$ cat src/sv/scene_color_fade_sequencer_defines.svh
// ----------------------------------------------------------------------------
// scene colour fade sequencer assertion macros
// shared concurrent assertion forms, clocked on aclk, held off during reset
// ----------------------------------------------------------------------------
`ifndef SCENE_COLOR_FADE_SEQUENCER_DEFINES_SVH
`define SCENE_COLOR_FADE_SEQUENCER_DEFINES_SVH

// same-cycle implication
`define SCF_ASSERT_SAME(label, ante, cons) \
    label: assert property (@(posedge aclk) disable iff (!aresetn) (ante) |-> (cons)) \
        else $error("scf assertion failed");

// next-cycle implication
`define SCF_ASSERT_NEXT(label, ante, cons) \
    label: assert property (@(posedge aclk) disable iff (!aresetn) (ante) |=> (cons)) \
        else $error("scf assertion failed");

`endif

$ cat src/sv/scf_pkg.sv
// ----------------------------------------------------------------------------
// scf_pkg
// types, constants and the power-up scene list of the scene colour fader
// ----------------------------------------------------------------------------
`timescale 1ns / 1ps

package scf_pkg;

    localparam int MAX_SCENES = 16;
    localparam int IDX_W      = $clog2(MAX_SCENES);
    localparam int SCENE_W    = $clog2(MAX_SCENES + 1);
    localparam int COL_W      = 8;
    localparam int DUR_W      = 32;
    localparam int PROD_W     = COL_W + DUR_W;
    localparam int NUM_CH     = 3;

    localparam logic [SCENE_W-1:0] COUNT_RESET = SCENE_W'(11);

    typedef enum logic [1:0] {
        REQ_TICK    = 2'd0,
        REQ_WRITE   = 2'd1,
        REQ_RESTART = 2'd2,
        REQ_UNUSED  = 2'd3
    } req_t;

    // channel 0 red, 1 green, 2 blue
    typedef struct packed {
        logic [NUM_CH-1:0][COL_W-1:0] s;
        logic [NUM_CH-1:0][COL_W-1:0] e;
        logic [DUR_W-1:0]             dur;
    } scene_t;

    function automatic scene_t mk_scene(
        input logic [7:0] sr, input logic [7:0] sg, input logic [7:0] sb,
        input logic [7:0] er, input logic [7:0] eg, input logic [7:0] eb,
        input logic [31:0] d
    );
        scene_t sc;
        sc.s   = {sb, sg, sr};
        sc.e   = {eb, eg, er};
        sc.dur = d;
        return sc;
    endfunction

    // table contents after reset
    function automatic scene_t boot_scene(input logic [IDX_W-1:0] idx);
        scene_t sc;
        sc = '0;
        case (idx)
            4'd0:    sc = mk_scene(125, 125, 125, 125, 125, 125, 32'd1900);
            4'd1:    sc = mk_scene(125, 125, 125, 255, 128,   0, 32'd1450);
            4'd2:    sc = mk_scene(255, 128,   0, 125, 125, 125, 32'd1316);
            4'd3:    sc = mk_scene(125, 125, 125, 125, 125, 125, 32'd14116);
            4'd4:    sc = mk_scene(125, 125, 125, 255,  32,   0, 32'd616);
            4'd5:    sc = mk_scene(255,  32,   0, 125, 125, 125, 32'd616);
            4'd6:    sc = mk_scene(125, 125, 125, 125, 125, 125, 32'd27766);
            4'd7:    sc = mk_scene(125, 125, 125, 255, 128,   0, 32'd1666);
            4'd8:    sc = mk_scene(255, 128,   0, 255, 128,   0, 32'd12266);
            4'd9:    sc = mk_scene(255, 128,   0, 255, 255, 255, 32'd1666);
            4'd10:   sc = mk_scene(255, 255, 255, 255, 255, 255, 32'd251016);
            default: sc = '0;
        endcase
        return sc;
    endfunction

endpackage

$ cat src/sv/scene_color_fade_sequencer.sv
// ----------------------------------------------------------------------------
// scene_color_fade_sequencer
// timed scene player: linear rgb fade between keyframes held in a scene table
// ----------------------------------------------------------------------------
// Input words (s_*) are ticks, scene table writes or restarts. A tick returns
// one result word (m_*): the colour for all pixels, the scene number after the
// tick and a show-over flag; writes, restarts and unused codes return nothing.
// The scene count register is written on cfg_* and is read by ticks.
// The block works on one word at a time; s_ready is high only while it idles.
// Writes and restarts are done in the idle state. A tick reads the scene table
// (registered memory read), then either finishes at once (scene ends, or show
// over) or fades each channel through one 8x32 multiplier and an 8-step
// restoring divider shared by the three channels.
// Reset loads the built-in eleven scenes (entries not yet written read back the
// power-up list), scene count 11, scene 0 and time base 0; no clearing pass.
// The result sits in an output register: a new word is taken while it waits,
// and a finished tick holds until m_ready frees the register.
// ----------------------------------------------------------------------------
`timescale 1ns / 1ps

`include "scene_color_fade_sequencer_defines.svh"

module scene_color_fade_sequencer (
    input  logic        aclk,
    input  logic        aresetn,
    // scene count register
    input  logic        cfg_valid,
    output logic        cfg_ready,
    input  logic [4:0]  cfg_data,
    // request channel
    input  logic        s_valid,
    output logic        s_ready,
    input  logic [1:0]  s_req_type,
    input  logic [31:0] s_now_ms,
    input  logic [3:0]  s_scene_index,
    input  logic [7:0]  s_start_red,
    input  logic [7:0]  s_start_green,
    input  logic [7:0]  s_start_blue,
    input  logic [7:0]  s_end_red,
    input  logic [7:0]  s_end_green,
    input  logic [7:0]  s_end_blue,
    input  logic [31:0] s_duration_ms,
    // result channel
    output logic        m_valid,
    input  logic        m_ready,
    output logic [7:0]  m_red,
    output logic [7:0]  m_green,
    output logic [7:0]  m_blue,
    output logic [4:0]  m_scene_now,
    output logic        m_show_over
);

    typedef enum logic [2:0] {
        ST_IDLE,
        ST_LOAD,
        ST_MUL,
        ST_DIV,
        ST_OUT
    } state_t;

    localparam int IDX_W   = scf_pkg::IDX_W;
    localparam int SCENE_W = scf_pkg::SCENE_W;
    localparam int COL_W   = scf_pkg::COL_W;
    localparam int DUR_W   = scf_pkg::DUR_W;
    localparam int PROD_W  = scf_pkg::PROD_W;
    localparam int NUM_CH  = scf_pkg::NUM_CH;
    localparam int CNT_W   = $clog2(COL_W);
    localparam int CH_W    = $clog2(NUM_CH);

    localparam logic [COL_W-1:0]   WHITE   = '1;
    localparam logic [SCENE_W-1:0] MAX_CNT = SCENE_W'(scf_pkg::MAX_SCENES);

    // ------------------------------------------------------------------------
    // scene table memory
    // ------------------------------------------------------------------------
    scf_pkg::scene_t mem [scf_pkg::MAX_SCENES];
    scf_pkg::scene_t rd_data_reg;
    scf_pkg::scene_t wr_entry;
    logic [scf_pkg::MAX_SCENES-1:0] written_reg;
    logic [IDX_W-1:0] rd_addr;
    logic [IDX_W-1:0] rd_addr_reg;
    logic             rd_hit_reg;
    logic             mem_we;

    state_t state_reg;

    logic [SCENE_W-1:0] count_reg;
    logic [SCENE_W-1:0] cur_scene_reg;
    logic [DUR_W-1:0]   time_base_reg;
    logic [DUR_W-1:0]   now_reg;
    logic [DUR_W-1:0]   elapsed_reg;
    scf_pkg::scene_t    ent_reg;
    logic [CH_W-1:0]    ch_reg;
    logic [CNT_W-1:0]   bit_cnt_reg;
    logic [DUR_W-1:0]   rem_reg;
    logic [COL_W-1:0]   low_reg;
    logic [COL_W-1:0]   quo_reg;
    logic [NUM_CH-1:0][COL_W-1:0] col_reg;
    logic [SCENE_W-1:0] res_scene_reg;
    logic               res_over_reg;

    logic               m_valid_reg;
    logic [COL_W-1:0]   m_red_reg;
    logic [COL_W-1:0]   m_green_reg;
    logic [COL_W-1:0]   m_blue_reg;
    logic [SCENE_W-1:0] m_scene_reg;
    logic               m_over_reg;

    logic in_fire;
    logic out_free;

    assign s_ready   = (state_reg == ST_IDLE);
    assign cfg_ready = 1'b1;
    assign in_fire   = s_valid && s_ready;
    assign out_free  = !m_valid_reg || m_ready;

    assign rd_addr = cur_scene_reg[IDX_W-1:0];
    assign mem_we  = in_fire && (s_req_type == scf_pkg::REQ_WRITE);

    always_comb begin
        wr_entry.s   = {s_start_blue, s_start_green, s_start_red};
        wr_entry.e   = {s_end_blue, s_end_green, s_end_red};
        wr_entry.dur = s_duration_ms;
    end

    always_ff @(posedge aclk) begin
        if (mem_we) begin
            mem[s_scene_index] <= wr_entry;
        end
        rd_data_reg <= mem[rd_addr];
    end

    // entries never written read back the power-up scene list
    always_ff @(posedge aclk) begin
        if (!aresetn) begin
            written_reg <= '0;
        end else if (mem_we) begin
            written_reg[s_scene_index] <= 1'b1;
        end
        rd_addr_reg <= rd_addr;
        rd_hit_reg  <= written_reg[rd_addr];
    end

    // ------------------------------------------------------------------------
    // tick datapath
    // ------------------------------------------------------------------------
    scf_pkg::scene_t    entry;
    logic [SCENE_W-1:0] count_eff;
    logic [DUR_W-1:0]   elapsed;
    logic               scene_done;
    logic [SCENE_W-1:0] cur_inc;
    logic [DUR_W-1:0]   time_base_next;

    assign entry          = rd_hit_reg ? rd_data_reg : scf_pkg::boot_scene(rd_addr_reg);
    assign count_eff      = (count_reg > MAX_CNT) ? MAX_CNT : count_reg;
    assign elapsed        = now_reg - time_base_reg;
    assign scene_done     = (elapsed >= entry.dur);
    assign cur_inc        = cur_scene_reg + SCENE_W'(1);
    assign time_base_next = time_base_reg + entry.dur;

    logic [COL_W-1:0]  ch_s;
    logic [COL_W-1:0]  ch_e;
    logic              ch_up;
    logic [COL_W-1:0]  mag;
    logic [PROD_W-1:0] prod;

    assign ch_s  = ent_reg.s[ch_reg];
    assign ch_e  = ent_reg.e[ch_reg];
    assign ch_up = (ch_e >= ch_s);
    assign mag   = ch_up ? (ch_e - ch_s) : (ch_s - ch_e);
    assign prod  = PROD_W'(mag) * PROD_W'(elapsed_reg);

    // restoring divide step; the partial remainder stays below the duration
    logic [DUR_W:0]   trial;
    logic [DUR_W:0]   diff;
    logic             q_bit;
    logic [DUR_W-1:0] rem_next;
    logic [COL_W-1:0] quo_next;
    logic [COL_W-1:0] fade_col;

    assign trial    = {rem_reg, low_reg[COL_W-1]};
    assign diff     = trial - {1'b0, ent_reg.dur};
    assign q_bit    = (trial >= {1'b0, ent_reg.dur});
    assign rem_next = q_bit ? diff[DUR_W-1:0] : trial[DUR_W-1:0];
    assign quo_next = {quo_reg[COL_W-2:0], q_bit};
    assign fade_col = ch_up ? (ch_s + quo_next) : (ch_s - quo_next);

    // ------------------------------------------------------------------------
    // sequencer
    // ------------------------------------------------------------------------
    always_ff @(posedge aclk) begin
        if (!aresetn) begin
            state_reg     <= ST_IDLE;
            count_reg     <= scf_pkg::COUNT_RESET;
            cur_scene_reg <= '0;
            time_base_reg <= '0;
            m_valid_reg   <= 1'b0;
        end else begin
            if (cfg_valid && cfg_ready) begin
                count_reg <= cfg_data;
            end
            // in ST_OUT the next word takes the register over
            if (m_valid_reg && m_ready && state_reg != ST_OUT) begin
                m_valid_reg <= 1'b0;
            end

            unique case (state_reg)
                ST_IDLE: begin
                    if (in_fire) begin
                        case (s_req_type)
                            scf_pkg::REQ_TICK: begin
                                now_reg   <= s_now_ms;
                                state_reg <= ST_LOAD;
                            end
                            scf_pkg::REQ_RESTART: begin
                                cur_scene_reg <= '0;
                                time_base_reg <= '0;
                            end
                            default: ;
                        endcase
                    end
                end

                ST_LOAD: begin
                    if (cur_scene_reg >= count_eff) begin
                        col_reg       <= {NUM_CH{WHITE}};
                        res_scene_reg <= cur_scene_reg;
                        res_over_reg  <= 1'b1;
                        state_reg     <= ST_OUT;
                    end else if (scene_done) begin
                        time_base_reg <= time_base_next;
                        cur_scene_reg <= cur_inc;
                        res_scene_reg <= cur_inc;
                        if (cur_inc >= count_eff) begin
                            col_reg      <= {NUM_CH{WHITE}};
                            res_over_reg <= 1'b1;
                        end else begin
                            col_reg      <= entry.e;
                            res_over_reg <= 1'b0;
                        end
                        state_reg <= ST_OUT;
                    end else begin
                        ent_reg       <= entry;
                        elapsed_reg   <= elapsed;
                        res_scene_reg <= cur_scene_reg;
                        res_over_reg  <= 1'b0;
                        ch_reg        <= '0;
                        state_reg     <= ST_MUL;
                    end
                end

                ST_MUL: begin
                    // the quotient is below 256, so the top bits start as remainder
                    rem_reg     <= prod[PROD_W-1:COL_W];
                    low_reg     <= prod[COL_W-1:0];
                    quo_reg     <= '0;
                    bit_cnt_reg <= '0;
                    state_reg   <= ST_DIV;
                end

                ST_DIV: begin
                    rem_reg     <= rem_next;
                    low_reg     <= {low_reg[COL_W-2:0], 1'b0};
                    quo_reg     <= quo_next;
                    bit_cnt_reg <= bit_cnt_reg + CNT_W'(1);
                    if (bit_cnt_reg == CNT_W'(COL_W - 1)) begin
                        col_reg[ch_reg] <= fade_col;
                        if (ch_reg == CH_W'(NUM_CH - 1)) begin
                            state_reg <= ST_OUT;
                        end else begin
                            ch_reg    <= ch_reg + CH_W'(1);
                            state_reg <= ST_MUL;
                        end
                    end
                end

                ST_OUT: begin
                    if (out_free) begin
                        m_valid_reg <= 1'b1;
                        m_red_reg   <= col_reg[0];
                        m_green_reg <= col_reg[1];
                        m_blue_reg  <= col_reg[2];
                        m_scene_reg <= res_scene_reg;
                        m_over_reg  <= res_over_reg;
                        state_reg   <= ST_IDLE;
                    end
                end

                default: state_reg <= ST_IDLE;
            endcase
        end
    end

    assign m_valid     = m_valid_reg;
    assign m_red       = m_red_reg;
    assign m_green     = m_green_reg;
    assign m_blue      = m_blue_reg;
    assign m_scene_now = m_scene_reg;
    assign m_show_over = m_over_reg;

    // ------------------------------------------------------------------------
    // assertions
    // ------------------------------------------------------------------------
    `SCF_ASSERT_SAME(a_div_rem_below_dur, state_reg == ST_DIV, rem_reg < ent_reg.dur)
    `SCF_ASSERT_SAME(a_over_is_white, m_valid_reg && m_over_reg,
        m_red_reg == WHITE && m_green_reg == WHITE && m_blue_reg == WHITE)
    `SCF_ASSERT_SAME(a_scene_in_range, m_valid_reg, m_scene_reg <= MAX_CNT)
    `SCF_ASSERT_NEXT(a_result_only_from_out, !m_valid_reg && state_reg != ST_OUT,
        !m_valid_reg)

endmodule
$ cat config.mk
export PLATFORM = sky130hd
export DESIGN_NAME = scene_color_fade_sequencer
export DESIGN_NICKNAME = d
export VERILOG_FILES = /design/src/sv/scf_pkg.sv /design/src/sv/scene_color_fade_sequencer.sv
export VERILOG_INCLUDE_DIRS = /design/src /design/src/sv
export SDC_FILE = /design/constraint.sdc
export NUM_CORES = 2
export LEC_CHECK = 0
export ABC_AREA = 0
export BUFFER_PORTS_ARGS = -buffer_cell sky130_fd_sc_hd__buf_2
export CAP_MARGIN = 0
export CORE_UTILIZATION = 47
export CTS_BUF_LIST = sky130_fd_sc_hd__clkbuf_16
export DETAILED_ROUTE_END_ITERATION = 16
export SLEW_MARGIN = 40
export SYNTH_ARGS = -nofsm -noshare
export SYNTH_HDL_FRONTEND = slang
export SYNTH_SLANG_ARGS = --single-unit
$ cat constraint.sdc
create_clock -name aclk -period 27.1 [get_ports aclk]
set_clock_uncertainty 0.2 [all_clocks]
set_input_delay 8.13 -clock aclk [delete_from_list [all_inputs] [get_ports aclk]]
set_output_delay 8.13 -clock aclk [all_outputs]
set_load 0.01 [all_outputs]
==> flow_metrics.tcl <==
set metrics [dict create \
    status "complete, but fails checks" \
    violations "DRC" \
    power_switching_mw 1.42 \
    fmax_mhz 91.1 \
    ys_warn_count 0 \
    post-cts-setup-buffers 0 \
    gr-total-overflow 0 \
    rsz0062_at_grt "false" \
    synth_area_um2 78100 \
    yosysTopAreaCell "edfxtp_1" \
    cts_tree "yes" \
    syn-num-nets 5926 \
    antenna_found_initial 39 \
    max_slew_margin 0.411 \
    ys_seq_area_frac 0.633 \
    maxSlewViolCount 0 \
    tightest_slew_ps 880 \
    place_ws_ps 15390 \
    cts.sinks 1703 \
    final_core_util 0.531 \
    row_count 149 \
    max_stage_delay_ps 750 \
    drive_gt1_frac 0.138 \
    cp_max_fo 19 \
    cts_made_buffers 175 \
    antenna_left 0 \
    syn_inst 5380 \
    synth-seq-cells 1703 \
    grt_usage 0.233 \
    synthDistinctLibCells 80 \
    synth_area_leaders "edfxtp_1 (59%), fa_1 (4.8%), mux4_2 (4.7%)" \
    synth_common_cells "edfxtp_1 (1536), a21oi_1 (339), inv_1 (327)" \
    ys_async_sr_fraction 0 \
    largest_reg_flops 1280 \
    tns_ps 0 \
    cts-root-buf "clkbuf_16" \
    cp.arrival_ps 11330 \
    fillers 13534 \
    cts_resized 0 \
    final.setup.worst_slack_ps 16120 \
    cellPowerDensity_nw_per_um2 67.1 \
    nets 6111 \
    cts_max_path_buffers 3 \
    die_h_um 410 \
    dpl.hpwl_um 127000 \
    startpoint_type "register" \
    clkTransAtPathRegs_ps 60 \
    synth_top_area_share 0.590 \
    via_count 45293 \
    grt_start_max_net_pins 112 \
    slowest_stage "edfxtp_1" \
    die_width_um 410 \
    yosysMostFrequentCell "edfxtp_1" \
    endpoint_kind "register" \
    hold_path_class "reg2reg" \
    vias_per_cell 5.72 \
    avgRoutedWirePerCell_um 24.6 \
    coreArea_um2 165000 \
    clk_latency_ps 820 \
    peakVddDrop_mv 0.0643 \
    power.total_mw 5.88 \
    area_growth_pct 12.2 \
    drv_cap 0 \
    synth_edf_count 1536 \
    grt_pass1_wl_um 291000 \
    clkPwrFrac 0.401 \
    first_pass_iters 11 \
    fin_crit_sh 0.405 \
    start_util 0.473 \
    seqPwrFrac 0.493 \
    required_ps 27450 \
    power.static_leakage_nw 30.7 \
    hold_viol 0 \
    drcViolationCount 40 \
    intPower_mw 4.46 \
    htree_levels 4 \
    avgSynthCellArea_um2 14.5 \
    gp_congestion 0.887 \
    grt_pass1_vias 44828 \
    drtIter0Drc 3955 \
    p_comb_frac 0.106 \
    period_minus_slack_ps 10980 \
    die-area_um2 168000 \
    final-setup-viol-count 0 \
    crit_type "reg2reg" \
    swShare 0.241 \
    multi_input_area_um2 26800 \
    layout.area.seq_um2 49500 \
    cts_hold_buf 0 \
    wl_um 195000 \
    io_pins 161 \
    synth_ff_type "edfxtp_1" \
    io_buffers 159 \
]
layout by cell type, fill, tap and decap left out, types with 44 or more instances in the layout:
cell,count
nor2b_1,70
ha_1,232
and2_1,181
nand2_1,290
mux4_2,162
buf_2,159
o22ai_1,93
xnor2_1,72
nand2b_1,51
o21ai_0,207
fa_1,186
xor2_1,51
inv_1,376
a21oi_1,339
a21o_1,86
nand3_1,44
clkbuf_16,175
edfxtp_1,1536
dfxtp_1,163
mux2i_1,291
o221ai_1,81
mux2_2,87
buf_4,50
nor2_1,255
power groups by stage:
| stage | logic (mW) | registers (mW) | clock network, mW |
|---|---|---|---|
| finish | 0.623 | 2.90 | 2.36 |
| detailed placement | 0.617 | 2.96 | 0 |
| global placement | 0.604 | 2.96 | 0 |
| floorplan | 0.439 | 2.95 | 0 |
| global route | 0.706 | 2.90 | 2.50 |
| CTS | 0.622 | 2.90 | 2.40 |
worst paths after layout:
path         cells past startpoint  slack [ps]                     to                    start
max                             36       16120  rem_reg[20]$_DFFE_PP_  ch_reg[0]$_SDFFCE_PN0P_
max reg2reg                     36       16120  rem_reg[20]$_DFFE_PP_  ch_reg[0]$_SDFFCE_PN0P_
min                              0         220    m_blue[5]$_DFFE_PP_    col_reg[21]$_DFFE_PP_
min reg2reg                      0         220    m_blue[5]$_DFFE_PP_    col_reg[21]$_DFFE_PP_
critical path: cells and delay by family (launching register included):
family                   cells  cell delay, ps
adder cells (fa/ha/maj)      7            2910
AND/OR/NAND/NOR              5            1560
buffers and inverters        5             480
flip-flops                   1             750
AO/OA/AOI/OAI               15            3950
XOR/XNOR                     2             400
multiplexers                 2             450
stage by stage:
stage               instances  hold WS, ps  instance area (um2)
floorplan                5380          200                78100
global placement         7561          206                81600
detailed placement       7575          205                81900
CTS                      7901          221                87600
global route             7908          228                87600
finish                   7915          218                87700
metal layers:
layer	share of wire	global-route usage
met1	0.47	0.350
met2	0.45	0.357
met3	0.059	0.0328
met4	0.021	0.0562
met5	0.00021	0
logic make-up after synthesis:
logic type	count (synthesis)	synth area share
adders and majority gates	418	0.0848
AOI/OAI and AO/OA	1004	0.0801
buffers and inverters	562	0.0275
other	1	0.0000480
DFF	1703	0.633
muxes	541	0.0967
and+or+nand+nor	1022	0.0631
xor gates and xnor gates	129	0.0146
layout make-up:
cell class                      instances  area share
Clock buffer                          175      0.0500
Tap cell                             2189      0.0312
Timing Repair Buffer                  241      0.0195
Sequential cell                      1703       0.564
Antenna cell                           12    0.000343
Inverter                              329      0.0141
Clock inverter                        151      0.0150
Multi-Input combinational cell       3115       0.305
Power figures use the tool's default switching activity.
